--- src/design/circle_serpentine_row_chords_defines.svh ---
// ----------------------------------------------------------------------------
// circle_serpentine_row_chords_defines
// assertion macros shared by the row chord scanner
// ----------------------------------------------------------------------------
`ifndef CIRCLE_SERPENTINE_ROW_CHORDS_DEFINES_SVH
`define CIRCLE_SERPENTINE_ROW_CHORDS_DEFINES_SVH

// same-cycle implication, off while reset is low
`define CSRC_ASSERT_NOW(label, clk, rst_n, ante, cons, msg) \
    label: assert property (@(posedge clk) disable iff (!rst_n) (ante) |-> (cons)) \
        else $error(msg);

// next-cycle implication, off while reset is low
`define CSRC_ASSERT_NEXT(label, clk, rst_n, ante, cons, msg) \
    label: assert property (@(posedge clk) disable iff (!rst_n) (ante) |=> (cons)) \
        else $error(msg);

`endif

--- src/design/csrc_pkg.sv ---
// ----------------------------------------------------------------------------
// csrc_pkg
// widths, register codes and shared types of the row chord scanner
// ----------------------------------------------------------------------------
package csrc_pkg;

    localparam int COORD_BITS = 24;
    localparam int RW         = COORD_BITS - 1;        // radius, pitch, margins
    localparam int OW         = COORD_BITS + 1;        // chord ends, row register
    localparam int WW         = COORD_BITS + 2;        // internal working width
    localparam int DW         = 2 * RW;                // radicand r^2 - h^2
    localparam int PPW        = COORD_BITS + 2;        // multiplicand times a digit

    localparam int MUL_DIGITS = (RW + 1) / 2;          // radix-4 digits of r - h
    localparam int MUL_AW     = 2 * MUL_DIGITS;
    localparam int MUL_CNT_W  = $clog2(MUL_DIGITS);

    localparam int ROOT_STEPS = RW;                    // one root bit per step
    localparam int ROOT_CNT_W = $clog2(ROOT_STEPS);
    localparam int REM_W      = RW + 3;

    localparam int REG_COUNT  = 7;
    localparam int REG_IDX_W  = $clog2(REG_COUNT);
    localparam int ADDR_W     = REG_IDX_W + 2;
    localparam int DATA_W     = 32;

    typedef enum logic [REG_IDX_W-1:0] {
        REG_CENTER_X     = REG_IDX_W'(0),
        REG_CENTER_Y     = REG_IDX_W'(1),
        REG_RADIUS       = REG_IDX_W'(2),
        REG_FIRST_ROW_Y  = REG_IDX_W'(3),
        REG_ROW_PITCH    = REG_IDX_W'(4),
        REG_LEFT_MARGIN  = REG_IDX_W'(5),
        REG_RIGHT_MARGIN = REG_IDX_W'(6)
    } t_reg_idx;

    typedef struct packed {
        logic [COORD_BITS-1:0] center_x;
        logic [COORD_BITS-1:0] center_y;
        logic [RW-1:0]         radius;
        logic [COORD_BITS-1:0] first_row_y;
        logic [RW-1:0]         row_pitch;
        logic [RW-1:0]         left_margin;
        logic [RW-1:0]         right_margin;
    } t_cfg;

    typedef struct packed {
        logic [RW-1:0] root;
        logic          inexact;
    } t_root;

endpackage

--- src/design/csrc_regs.sv ---
// ----------------------------------------------------------------------------
// csrc_regs
// register file of the row chord scanner behind an apb-style port
// ----------------------------------------------------------------------------
module csrc_regs
    import csrc_pkg::*;
(
    input  logic              i_clk,
    input  logic              i_rst_n,
    input  logic              psel,
    input  logic              penable,
    input  logic              pwrite,
    input  logic [ADDR_W-1:0] paddr,
    input  logic [DATA_W-1:0] pwdata,
    output logic [DATA_W-1:0] prdata,
    output logic              pready,
    output t_cfg              o_cfg
);

    t_cfg     r_cfg;
    t_reg_idx reg_idx;
    logic     wr_en;

    assign reg_idx = t_reg_idx'(paddr[ADDR_W-1:2]);
    assign wr_en   = psel & penable & pwrite;
    assign pready  = 1'b1;
    assign o_cfg   = r_cfg;

    always_ff @(posedge i_clk) begin
        if (!i_rst_n) begin
            r_cfg <= '{row_pitch: RW'(1), default: '0};
        end else if (wr_en) begin
            unique case (reg_idx)
                REG_CENTER_X:     r_cfg.center_x     <= pwdata[COORD_BITS-1:0];
                REG_CENTER_Y:     r_cfg.center_y     <= pwdata[COORD_BITS-1:0];
                REG_RADIUS:       r_cfg.radius       <= pwdata[RW-1:0];
                REG_FIRST_ROW_Y:  r_cfg.first_row_y  <= pwdata[COORD_BITS-1:0];
                REG_ROW_PITCH:    r_cfg.row_pitch    <= pwdata[RW-1:0];
                REG_LEFT_MARGIN:  r_cfg.left_margin  <= pwdata[RW-1:0];
                REG_RIGHT_MARGIN: r_cfg.right_margin <= pwdata[RW-1:0];
                default: begin
                end
            endcase
        end
    end

    always_comb begin
        unique case (reg_idx)
            REG_CENTER_X:     prdata = DATA_W'(r_cfg.center_x);
            REG_CENTER_Y:     prdata = DATA_W'(r_cfg.center_y);
            REG_RADIUS:       prdata = DATA_W'(r_cfg.radius);
            REG_FIRST_ROW_Y:  prdata = DATA_W'(r_cfg.first_row_y);
            REG_ROW_PITCH:    prdata = DATA_W'(r_cfg.row_pitch);
            REG_LEFT_MARGIN:  prdata = DATA_W'(r_cfg.left_margin);
            REG_RIGHT_MARGIN: prdata = DATA_W'(r_cfg.right_margin);
            default:          prdata = '0;
        endcase
    end

endmodule

--- src/design/csrc_mul.sv ---
// ----------------------------------------------------------------------------
// csrc_mul
// radix-4 serial multiplier, forms (r - h) * (r + h) two bits a cycle
// ----------------------------------------------------------------------------
module csrc_mul
    import csrc_pkg::*;
(
    input  logic                  i_clk,
    input  logic                  i_rst_n,
    input  logic                  i_start,
    input  logic [RW-1:0]         i_mplier,
    input  logic [COORD_BITS-1:0] i_mcand,
    output logic                  o_done,
    output logic [DW-1:0]         o_product
);

    logic                  r_busy;
    logic                  r_done;
    logic [MUL_CNT_W-1:0]  r_cnt;
    logic [MUL_AW-1:0]     r_mplier;
    logic [COORD_BITS-1:0] r_mcand;
    logic [PPW-1:0]        r_mcand3;
    logic [PPW-1:0]        pprod;
    logic [DW-1:0]         r_acc;

    // multiplier digits leave from the top, msb first
    always_comb begin
        unique case (r_mplier[MUL_AW-1 -: 2])
            2'd0: pprod = '0;
            2'd1: pprod = PPW'(r_mcand);
            2'd2: pprod = PPW'({r_mcand, 1'b0});
            2'd3: pprod = r_mcand3;
        endcase
    end

    always_ff @(posedge i_clk) begin
        if (!i_rst_n) begin
            r_busy <= 1'b0;
            r_done <= 1'b0;
            r_cnt  <= '0;
        end else begin
            r_done <= 1'b0;
            if (i_start) begin
                r_busy <= 1'b1;
                r_cnt  <= MUL_CNT_W'(MUL_DIGITS - 1);
            end else if (r_busy) begin
                r_cnt <= r_cnt - 1'b1;
                if (r_cnt == '0) begin
                    r_busy <= 1'b0;
                    r_done <= 1'b1;
                end
            end
        end
    end

    always_ff @(posedge i_clk) begin
        if (i_start) begin
            r_mplier <= MUL_AW'(i_mplier);
            r_mcand  <= i_mcand;
            r_mcand3 <= PPW'(i_mcand) + PPW'({i_mcand, 1'b0});
            r_acc    <= '0;
        end else if (r_busy) begin
            r_mplier <= {r_mplier[MUL_AW-3:0], 2'b00};
            r_acc    <= {r_acc[DW-3:0], 2'b00} + DW'(pprod);
        end
    end

    assign o_done    = r_done;
    assign o_product = r_acc;

endmodule

--- src/design/csrc_sqrt.sv ---
// ----------------------------------------------------------------------------
// csrc_sqrt
// digit-by-digit integer square root, one root bit a cycle
// ----------------------------------------------------------------------------
module csrc_sqrt
    import csrc_pkg::*;
(
    input  logic          i_clk,
    input  logic          i_rst_n,
    input  logic          i_start,
    input  logic [DW-1:0] i_radicand,
    output logic          o_done,
    output t_root         o_root
);

    logic                  r_busy;
    logic                  r_done;
    logic [ROOT_CNT_W-1:0] r_cnt;
    logic [DW-1:0]         r_rad;
    logic [REM_W-1:0]      r_rem;
    logic [RW-1:0]         r_root;

    logic [REM_W-1:0]      rem_sh;
    logic [REM_W-1:0]      trial;
    logic [REM_W:0]        diff;
    logic                  fits;

    // bring down the next radicand pair, try (root << 2) | 1
    assign rem_sh = {r_rem[REM_W-3:0], r_rad[DW-1 -: 2]};
    assign trial  = REM_W'({r_root, 2'b01});
    assign diff   = {1'b0, rem_sh} - {1'b0, trial};
    assign fits   = ~diff[REM_W];

    always_ff @(posedge i_clk) begin
        if (!i_rst_n) begin
            r_busy <= 1'b0;
            r_done <= 1'b0;
            r_cnt  <= '0;
        end else begin
            r_done <= 1'b0;
            if (i_start) begin
                r_busy <= 1'b1;
                r_cnt  <= ROOT_CNT_W'(ROOT_STEPS - 1);
            end else if (r_busy) begin
                r_cnt <= r_cnt - 1'b1;
                if (r_cnt == '0) begin
                    r_busy <= 1'b0;
                    r_done <= 1'b1;
                end
            end
        end
    end

    always_ff @(posedge i_clk) begin
        if (i_start) begin
            r_rad  <= i_radicand;
            r_rem  <= '0;
            r_root <= '0;
        end else if (r_busy) begin
            r_rad  <= {r_rad[DW-3:0], 2'b00};
            r_rem  <= fits ? diff[REM_W-1:0] : rem_sh;
            r_root <= {r_root[RW-2:0], fits};
        end
    end

    assign o_done         = r_done;
    assign o_root.root    = r_root;
    assign o_root.inexact = |r_rem;

endmodule

--- src/design/circle_serpentine_row_chords.sv ---
// ----------------------------------------------------------------------------
// circle_serpentine_row_chords
// serpentine scan of horizontal chords across a circle, one row per request
// ----------------------------------------------------------------------------
// Usage:
//   input channel  i_in_valid / o_in_stall carries i_restart; a beat is taken
//   when valid is high and stall is low. restart = 1 reloads the first row and
//   heads left to right; restart = 0 asks for the next row.
//   output channel o_out_valid / i_out_stall carries one result beat per
//   request: line_found, chord_start_x, chord_end_x, chord_y.
//   one request is worked at a time. a row inside the circle passes through
//   the serial multiplier (two bits a cycle) and the square root (one bit a
//   cycle) before o_out_valid; a row outside the circle skips both. o_in_stall
//   falls in the same cycle that the result enters the output register.
//   the result sits in an output register, so a new request is taken while
//   the receiver stalls; a finished row waits in ST_DONE until the slot frees.
//   reset (synchronous, active low) restores the register defaults (pitch 1,
//   the rest 0), clears the scan state and empties the output register.
//   the user writes registers over the apb-style port only while no request
//   is open; the block itself does not enforce this.
// ----------------------------------------------------------------------------
`include "circle_serpentine_row_chords_defines.svh"

module circle_serpentine_row_chords
    import csrc_pkg::*;
(
    input  logic                         i_clk,
    input  logic                         i_rst_n,
    input  logic                         psel,
    input  logic                         penable,
    input  logic                         pwrite,
    input  logic [ADDR_W-1:0]            paddr,
    input  logic [DATA_W-1:0]            pwdata,
    output logic [DATA_W-1:0]            prdata,
    output logic                         pready,
    input  logic                         i_in_valid,
    output logic                         o_in_stall,
    input  logic                         i_restart,
    output logic                         o_out_valid,
    input  logic                         i_out_stall,
    output logic                         o_line_found,
    output logic signed [OW-1:0]         o_chord_start_x,
    output logic signed [OW-1:0]         o_chord_end_x,
    output logic signed [COORD_BITS-1:0] o_chord_y
);

    typedef enum logic [2:0] {
        ST_IDLE,
        ST_DIFF,
        ST_ABS,
        ST_CMP,
        ST_MUL,
        ST_ROOT,
        ST_CLAMP,
        ST_DONE
    } t_state;

    t_cfg   cfg;
    t_root  root;
    logic   mul_done;
    logic   sqrt_done;
    logic   mul_start;
    logic   sqrt_start;
    logic [DW-1:0] product;

    t_state                r_state;
    logic [OW-1:0]         r_next_row_y;
    logic                  r_heading_left;
    logic                  r_scan_started;
    logic signed [WW-1:0]  r_h;
    logic signed [WW-1:0]  r_ledge;
    logic signed [WW-1:0]  r_redge;
    logic signed [WW-1:0]  r_lo;
    logic signed [WW-1:0]  r_hi;
    logic signed [WW-1:0]  r_start;
    logic signed [WW-1:0]  r_end;
    logic signed [WW-1:0]  r_adv;
    logic                  r_found;
    logic                  r_turn;
    logic                  r_out_valid;
    logic                  r_line_found;
    logic [OW-1:0]         r_start_x;
    logic [OW-1:0]         r_end_x;
    logic [COORD_BITS-1:0] r_chord_y;

    logic signed [WW-1:0]  cx_w;
    logic signed [WW-1:0]  cy_w;
    logic signed [WW-1:0]  rad_w;
    logic signed [WW-1:0]  row_w;
    logic signed [WW-1:0]  root_w;
    logic signed [WW-1:0]  span;
    logic signed [WW-1:0]  sum_rh;
    logic [OW-1:0]         first_ext;
    logic [OW-1:0]         y_sel;
    logic [OW-1:0]         adv_sat;
    logic [COORD_BITS-1:0] y_sat;
    logic                  line_ok;
    logic                  lo_below;
    logic                  hi_above;
    logic                  out_free;

    csrc_regs u_regs (
        .i_clk   (i_clk),
        .i_rst_n (i_rst_n),
        .psel    (psel),
        .penable (penable),
        .pwrite  (pwrite),
        .paddr   (paddr),
        .pwdata  (pwdata),
        .prdata  (prdata),
        .pready  (pready),
        .o_cfg   (cfg)
    );

    assign cx_w      = {{(WW-COORD_BITS){cfg.center_x[COORD_BITS-1]}}, cfg.center_x};
    assign cy_w      = {{(WW-COORD_BITS){cfg.center_y[COORD_BITS-1]}}, cfg.center_y};
    assign rad_w     = {{(WW-RW){1'b0}}, cfg.radius};
    assign row_w     = {r_next_row_y[OW-1], r_next_row_y};
    assign root_w    = {{(WW-RW){1'b0}}, root.root};
    assign first_ext = {cfg.first_row_y[COORD_BITS-1], cfg.first_row_y};
    assign y_sel     = (i_restart || !r_scan_started) ? first_ext : r_next_row_y;

    // h is below r exactly when r - h is positive
    assign span    = rad_w - r_h;
    assign sum_rh  = rad_w + r_h;
    assign line_ok = ~span[WW-1] & (span != '0);

    assign mul_start  = (r_state == ST_CMP) && line_ok;
    assign sqrt_start = (r_state == ST_MUL) && mul_done;

    csrc_mul u_mul (
        .i_clk     (i_clk),
        .i_rst_n   (i_rst_n),
        .i_start   (mul_start),
        .i_mplier  (span[RW-1:0]),
        .i_mcand   (sum_rh[COORD_BITS-1:0]),
        .o_done    (mul_done),
        .o_product (product)
    );

    csrc_sqrt u_sqrt (
        .i_clk      (i_clk),
        .i_rst_n    (i_rst_n),
        .i_start    (sqrt_start),
        .i_radicand (product),
        .o_done     (sqrt_done),
        .o_root     (root)
    );

    assign lo_below = r_lo < r_ledge;
    assign hi_above = r_hi > r_redge;

    // next row saturates at the top of the row register
    assign adv_sat = (!r_adv[WW-1] && r_adv[WW-2]) ? {1'b0, {COORD_BITS{1'b1}}}
                                                   : r_adv[OW-1:0];

    always_comb begin
        if (r_next_row_y[OW-1] != r_next_row_y[OW-2]) begin
            y_sat = r_next_row_y[OW-1] ? {1'b1, {(COORD_BITS-1){1'b0}}}
                                       : {1'b0, {(COORD_BITS-1){1'b1}}};
        end else begin
            y_sat = r_next_row_y[COORD_BITS-1:0];
        end
    end

    assign out_free = !r_out_valid || !i_out_stall;

    always_ff @(posedge i_clk) begin
        if (!i_rst_n) begin
            r_state        <= ST_IDLE;
            r_next_row_y   <= '0;
            r_heading_left <= 1'b0;
            r_scan_started <= 1'b0;
            r_out_valid    <= 1'b0;
        end else begin
            // a finished row refills the slot in the cycle it drains
            if (r_state == ST_DONE && out_free) begin
                r_out_valid <= 1'b1;
            end else if (!i_out_stall) begin
                r_out_valid <= 1'b0;
            end
            unique case (r_state)
                ST_IDLE: begin
                    if (i_in_valid) begin
                        r_next_row_y <= y_sel;
                        if (i_restart) begin
                            r_heading_left <= 1'b0;
                            r_scan_started <= 1'b0;
                        end
                        r_state <= ST_DIFF;
                    end
                end
                ST_DIFF: begin
                    r_h     <= cy_w - row_w;
                    r_ledge <= cx_w - rad_w;
                    r_redge <= cx_w + rad_w;
                    r_state <= ST_ABS;
                end
                ST_ABS: begin
                    r_h     <= r_h[WW-1] ? -r_h : r_h;
                    r_ledge <= r_ledge + WW'(cfg.left_margin);
                    r_redge <= r_redge - WW'(cfg.right_margin);
                    r_state <= ST_CMP;
                end
                ST_CMP: begin
                    r_found <= 1'b0;
                    r_state <= line_ok ? ST_MUL : ST_DONE;
                end
                ST_MUL: begin
                    if (mul_done) begin
                        r_state <= ST_ROOT;
                    end
                end
                ST_ROOT: begin
                    if (sqrt_done) begin
                        // right end rounds up when the root is inexact
                        r_lo    <= cx_w - root_w;
                        r_hi    <= cx_w + root_w + WW'(root.inexact);
                        r_found <= 1'b1;
                        r_state <= ST_CLAMP;
                    end
                end
                ST_CLAMP: begin
                    if (!r_heading_left) begin
                        r_start <= lo_below ? r_ledge : r_lo;
                        r_end   <= hi_above ? r_redge : r_hi;
                        r_turn  <= r_redge >= cx_w;
                    end else begin
                        r_start <= hi_above ? r_redge : r_hi;
                        r_end   <= lo_below ? r_ledge : r_lo;
                        r_turn  <= r_ledge >= cx_w;
                    end
                    r_adv   <= row_w + WW'(cfg.row_pitch);
                    r_state <= ST_DONE;
                end
                ST_DONE: begin
                    if (out_free) begin
                        r_line_found <= r_found;
                        r_start_x    <= r_found ? r_start[OW-1:0] : '0;
                        r_end_x      <= r_found ? r_end[OW-1:0] : '0;
                        r_chord_y    <= r_found ? y_sat : '0;
                        if (r_found) begin
                            r_scan_started <= 1'b1;
                            r_heading_left <= r_turn;
                            r_next_row_y   <= adv_sat;
                        end
                        r_state <= ST_IDLE;
                    end
                end
                default: r_state <= ST_IDLE;
            endcase
        end
    end

    assign o_in_stall      = (r_state != ST_IDLE);
    assign o_out_valid     = r_out_valid;
    assign o_line_found    = r_line_found;
    assign o_chord_start_x = r_start_x;
    assign o_chord_end_x   = r_end_x;
    assign o_chord_y       = r_chord_y;

    `CSRC_ASSERT_NEXT(a_busy_after_accept, i_clk, i_rst_n, i_in_valid && !o_in_stall, o_in_stall, "request taken but sequencer did not start")
    `CSRC_ASSERT_NOW(a_no_line_zero, i_clk, i_rst_n, o_out_valid && !o_line_found, (o_chord_start_x == '0) && (o_chord_end_x == '0) && (o_chord_y == '0), "no-line beat carries nonzero fields")
    `CSRC_ASSERT_NOW(a_start_with_chord, i_clk, i_rst_n, $rose(r_scan_started), o_out_valid && o_line_found, "scan marked started without a chord beat")

endmodule
--- config.mk ---
export PLATFORM = sky130hd
export DESIGN_NAME = circle_serpentine_row_chords
export DESIGN_NICKNAME = d
export VERILOG_FILES = /design/src/design/csrc_pkg.sv /design/src/design/csrc_regs.sv /design/src/design/csrc_mul.sv /design/src/design/csrc_sqrt.sv /design/src/design/circle_serpentine_row_chords.sv
export VERILOG_INCLUDE_DIRS = /design/src /design/src/design
export SDC_FILE = /design/constraint.sdc
export NUM_CORES = 2
export LEC_CHECK = 0
export ABC_AREA = 1
export ABC_CLOCK_PERIOD_IN_PS = 13200
export BUFFER_PORTS_ARGS = -buffer_cell sky130_fd_sc_hd__buf_2
export CAP_MARGIN = 40
export CORE_MARGIN = 2
export CORE_UTILIZATION = 35
export CTS_CLUSTER_DIAMETER = 30
export DETAILED_ROUTE_END_ITERATION = 7
export HOLD_SLACK_MARGIN = 0.05
export SLEW_MARGIN = 20
export SYNTH_ARGS = -nofsm -noshare
export SYNTH_HDL_FRONTEND = slang
export SYNTH_SLANG_ARGS = --single-unit
--- constraint.sdc ---
create_clock -name i_clk -period 13.2 [get_ports i_clk]
set_input_delay 1.32 -clock i_clk [delete_from_list [all_inputs] [get_ports i_clk]]
set_output_delay 1.32 -clock i_clk [all_outputs]
set_load 0.005 [all_outputs]
## Word-level counts from Yosys, hierarchy flattened

Index checks and enable logic that the tools add are counted.
W data, S select, Z words.

| word-level totals | value |
|---|---|
| flip-flop bits (word level) | 705 |
| input port bits | 45 |
| logic and storage cells | 195 |

| operators by class | value |
|---|---|
| order comparisons | 4 |
| bitwise operators | 8 |
| reductions and logical operators | 43 |
| eq/ne operators | 26 |
| mux-type cells | 54 |
| add/subtract/negate cells | 17 |

Operators with widths:

| kind | number |
|---|---|
| $mux W25 | 9 |
| $pmux W24 S7 | 1 |
| $pmux W26 S2 | 3 |
| $pmux W26 S4 | 1 |
| $mux W46 | 2 |
| $ge A26 B24 Y1 | 2 |
| $mux W26 | 2 |
| $add A24 B24 Y25 | 2 |
| $pmux W25 S2 | 1 |
| $sub A24 B24 Y25 | 2 |
| $mux W24 | 2 |
| $add A46 B26 Y46 | 1 |
| $mux W23 | 2 |
| $sub A26 B25 Y27 | 1 |
| $add A24 B25 Y26 | 1 |
| $add A25 B2 Y26 | 1 |
| $add A25 B24 Y26 | 1 |
| $add A26 B23 Y26 | 1 |
| $gt A26 B26 Y1 | 1 |
| $lt A25 B26 Y1 | 1 |
| $neg A26 Y26 | 1 |
| $reduce_bool A26 Y1 | 1 |
| $reduce_or A26 Y1 | 1 |
| $sub A24 B25 Y26 | 1 |
| other kinds (37) | 111 |

## Longest topological paths before layout

| depth | value |
|---|---|
| depth in word-level cells | 6 |
| gate-level depth with buffers | 24 |
| gate-level depth less buffers | 23 |

## Hierarchy

A second synthesis with hierarchy kept.

| unflattened totals | value |
|---|---|
| cells, all modules | 7193 |
| area total of the unflattened synthesis | 50987.7 um^2 |

By module, submodules not included:

| module | sequential area each (um^2) | cells each | area an instance (um^2) | instances |
|---|---|---|---|---|
| circle_serpentine_row_chords | 9088.7 | 3779 | 28232.1 | 1 |
| csrc_mul | 3223.1 | 1230 | 8605.8 | 1 |
| csrc_regs | 3283.1 | 1304 | 8059.0 | 1 |
| csrc_sqrt | 2502.4 | 880 | 6090.8 | 1 |

## Worst setup path after synthesis

Ideal clock, no wire load.

| path | value |
|---|---|
| kind | input-to-reg |
| start | in i_rst_n |
| end | reg r_adv[0] (enable) |
| stages on the path | 2 |
| library setup time | 607 ps |
| arrival | 6799 ps |
| path slack | 5794 ps |
| cell sequence | clkinv_1 -> nor3_1 |

| on the way | value |
|---|---|
| longest elaborated chain between the ends | 1 |

Ends and longest elaborated chain:

| item | line | RTL |
|---|---|---|
| start: declaration | circle_serpentine_row_chords.sv:28 | `input logic i_rst_n,` |
| $reduce_and A2 Y1 (no line) | n/a |  |
| end signal: assignment | circle_serpentine_row_chords.sv:233 | `r_adv <= row_w + WW'(cfg.row_pitch);` |
| end: declaration | circle_serpentine_row_chords.sv:77 | `logic signed [WW-1:0] r_adv;` |

No other way between the ends.
A chain may end at the register's enable or synchronous reset.

## Final worst setup path

| path | value |
|---|---|
| start | reg r_h[2] |
| end | reg u_mul.r_mcand3[22] (data pin) |

| on the way | value |
|---|---|
| longest elaborated chain between the ends | 2 |

Ends and longest elaborated chain:

| item | line | RTL |
|---|---|---|
| start: declaration | circle_serpentine_row_chords.sv:70 | `logic signed [WW-1:0] r_h;` |
| start signal: assignment | circle_serpentine_row_chords.sv:194 | `r_h <= cy_w - row_w;` |
| start signal: assignment | circle_serpentine_row_chords.sv:200 | `r_h <= r_h[WW-1] ? -r_h : r_h;` |
| $add A24 B24 Y24 | circle_serpentine_row_chords.sv:125 | `assign sum_rh = rad_w + r_h;` |
| net sum_rh[16] | circle_serpentine_row_chords.sv:92 | `logic signed [WW-1:0] sum_rh;` |
| $add A24 B25 Y26 | csrc_mul.sv:60 | `r_mcand3 <= PPW'(i_mcand) + PPW'({i_mcand, 1'b0});` |
| end signal: assignment | csrc_mul.sv:60 |  |
| end: declaration | csrc_mul.sv:22 | `logic [PPW-1:0] r_mcand3;` |

The timed path passes the listed nets, and every way through them passes these cells.

==> impl_metrics.toml <==
[run_status]
status = "complete, no violations"

[routing]
viasPerCell = 5.20
initialDrtViolationCount = 3740
dr.pass1.iters = 6
wl_per_cell_um = 19.0
ant_nets = 0
vias = 43600
wl_mm = 159
drc = 0

[grt]
overflow = 0
grt_pass1_wl_mm = 242
grt_usage = 0.227
grt_pass1_vias = 41400
antenna_found_initial = 17
grt_max_degree = 89

[floorplan]
fp.dieH_um = 372
initial_core_util = 0.352
coreArea_mm2 = 0.135
rows = 135
ios = 155
die_x_um = 372
dieArea_mm2 = 0.139

[clock_tree]
cts-root-buf = "clkbuf_16"
htreeDepth = 4
cts_sinks = 704
cts_hold_buf = 0
clk_latency_ps = 810
clockBufferDepth = 3
cts-resized-gates = 0
cts_tree = "done"
cts_setup_buffers = 0
clk_pin_slew_ps = 50
cts_made_buffers = 179

[synth]
yosysTopAreaCell = "edfxtp_1"
syn_area_per_cell_um2 = 7.56
synth_warnings = 0
synthFlopType = "edfxtp_1"
synth-seq-cells = 704
synthCells = 6280
synthTopCellsByArea = "edfxtp_1 (25%), dfxtp_1 (13%), ha_1 (11%), nand2_1 (11%), inv_1 (6.7%)"
synth_top_cell_area_share = 0.253
yosys.cell_types.count = 69
synth_enable_flop_cells = 400
ys_seq_area_frac = 0.381
async_flop_share = 0
syn_area_mm2 = 0.0475

[cells_and_area]
multi_input_area_mm2 = 0.0252
fillers = 13700
area_delta_synth_final_pct = 18.9
finalNonFillerCells = 8386
drive_gt1_frac = 0.0864
fin_nets = 6909
seqCellArea_mm2 = 0.0181

[timing]
fmax_ghz = 0.193
setup_slack_ps = 8010
setup_viol = 0
rsz0062_at_grt = "no"
period_minus_slack_ps = 5190
fin_crit_sh = 0.393
skew_ps = 61.0
finalSetupTns_ps = 0
maxSlewHeadroom = 0.423
timing_hold_violations_final = 0
slew_violations = 0
worst_slew_pin_slew_ps = 865

[place]
io_buffers = 135
dpl.cell_count = 8035
gp_congestion = 0.941
pre_cts_slack_ps = 8100
post-dp-hpwl_mm = 125

[pwr]
total_power_mw = 9.01
power_density_mw_per_mm2 = 159
ir_drop_v = 0.000121
power.leakage_nw = 26.1

[run]
cap_violations = 0

[setup_path]
cp.arrival_ps = 5700
path_max_fanout = 10
crit_type = "flip-flop to flip-flop"
crit_path_start_kind = "flip-flop"
cp.required_ps = 13710
cp-end-kind = "flip-flop"

[hold_path]
hp-class = "flip-flop to flip-flop"
## cell usage in the layout, fill, tap and decap left out, types with 41 or more instances in the layout
master	count
o21ai_0	564
ha_1	413
inv_1	851
nor2_1	472
nand4_1	41
nand3_1	380
a21oi_1	621
nor3_1	45
nand2_1	1337
clkbuf_16	182
buf_4	52
buf_2	136
edfxtp_1	400
dfxtp_1	302
xor2_1	140
## critical path, stage by stage, from the launching register on
cell and delay (ps):
edfxtp_1 420, inv_1 120, ha_1 510, inv_1 150, nand3_1 110, nand2_1 150, a21oi_1 370, o21ai_1 170
a21boi_0 290, o21ai_0 220, a21boi_2 240, o21ai_0 140, xor2_1 630, ha_1 410, a21oi_1 220, o21ai_0 150
a211oi_1 280, nand3_1 160, xor2_1 160
## metrics by stage
step	hold slack, ps	utilization	cell area (µm²)
after floorplan	399	-	47500
after global placement	422	0.369	49900
after detailed placement	417	0.371	50100
after CTS	428	0.418	56400
after global routing	459	0.418	56500
final	425	0.418	56500
## final cells by class
type,count,share of cell area
diodes,11,0.000487
clock buffers,216,0.0852
clock inverters,121,0.0266
inverters,865,0.0575
multi-input cells,4486,0.447
flip-flops and latches,704,0.320
well taps,1781,0.0394
repair buffers,202,0.0238
## registers in the layout, indices dropped and copies added (netlist names), 24 cells and up
| signal | flops |
|---|---|
| o_chord_y | 24 |
| r_adv | 26 |
| r_next_row_y | 25 |
| u_mul.r_mplier | 24 |
| u_mul.r_mcand3 | 26 |
| u_regs.o_cfg | 164 |
| o_chord_start_x | 25 |
| r_h | 26 |
| r_ledge | 26 |
| r_start | 25 |
| r_lo | 25 |
| u_mul.o_product | 46 |
| r_redge | 26 |
| r_end | 25 |
| r_hi | 26 |
| u_sqrt.r_rem | 26 |
| o_chord_end_x | 25 |
| u_sqrt.r_rad | 46 |
## synth_stat cells, drive strengths merged, types with 29 or more instances
| library cell | instances |
|---|---|
| nor3 | 57 |
| clkbuf | 172 |
| ha | 413 |
| a21oi | 624 |
| o21a | 29 |
| buf | 60 |
| o211ai | 33 |
| dfxtp | 304 |
| inv | 857 |
| nor4 | 37 |
| o21ai | 579 |
| xnor2 | 33 |
| nand3 | 381 |
| nor2 | 478 |
| xor2 | 140 |
| edfxtp | 400 |
| nand2 | 1338 |
| a31oi | 38 |
| nand4 | 41 |
## layer usage
| metal | vias to the layer above | part of all wire | track usage |
|---|---|---|---|
| met3 | 321 | 0.064 | 0.0409 |
| met2 | 1397 | 0.47 | 0.374 |
| li1 | 21600 | - | - |
| met1 | 20400 | 0.43 | 0.288 |
| met4 | 8 | 0.043 | 0.101 |
| met5 | - | 0.00036 | 0 |
## worst paths after layout
kind	startpoint	end	slack [ps]	depth (start not counted)
min reg2reg	u_mul.r_cnt[3]	u_mul.o_done	420	1
max	r_h[2]	u_mul.r_mcand3[22]	8010	18
max reg2reg	r_h[2]	u_mul.r_mcand3[22]	8010	18
min	u_mul.r_cnt[3]	u_mul.o_done	420	1
## report_power, final
group	switching, mW	total (mW)	internal (mW)
clock network	1.48	4.47	2.99
logic	1.23	1.86	0.629
registers	0.148	2.68	2.53
## kinds of logic (layout without fill, tap and decap cells)
group | Yosys count | in the layout | synth area share
XOR/XNOR | 173 | 173 | 0.0321
flip-flops | 704 | 704 | 0.381
other | 2 | 20 | 0.000158
adder cells (fa/ha/maj) | 426 | 426 | 0.114
AO/OA/AOI/OAI | 1509 | 1509 | 0.177
buffers and inverters | 1097 | 1404 | 0.0897
AND/OR/NAND/NOR | 2367 | 2367 | 0.206
multiplexers | 2 | 2 | 0.000421
(Power assumes the default switching activity.)
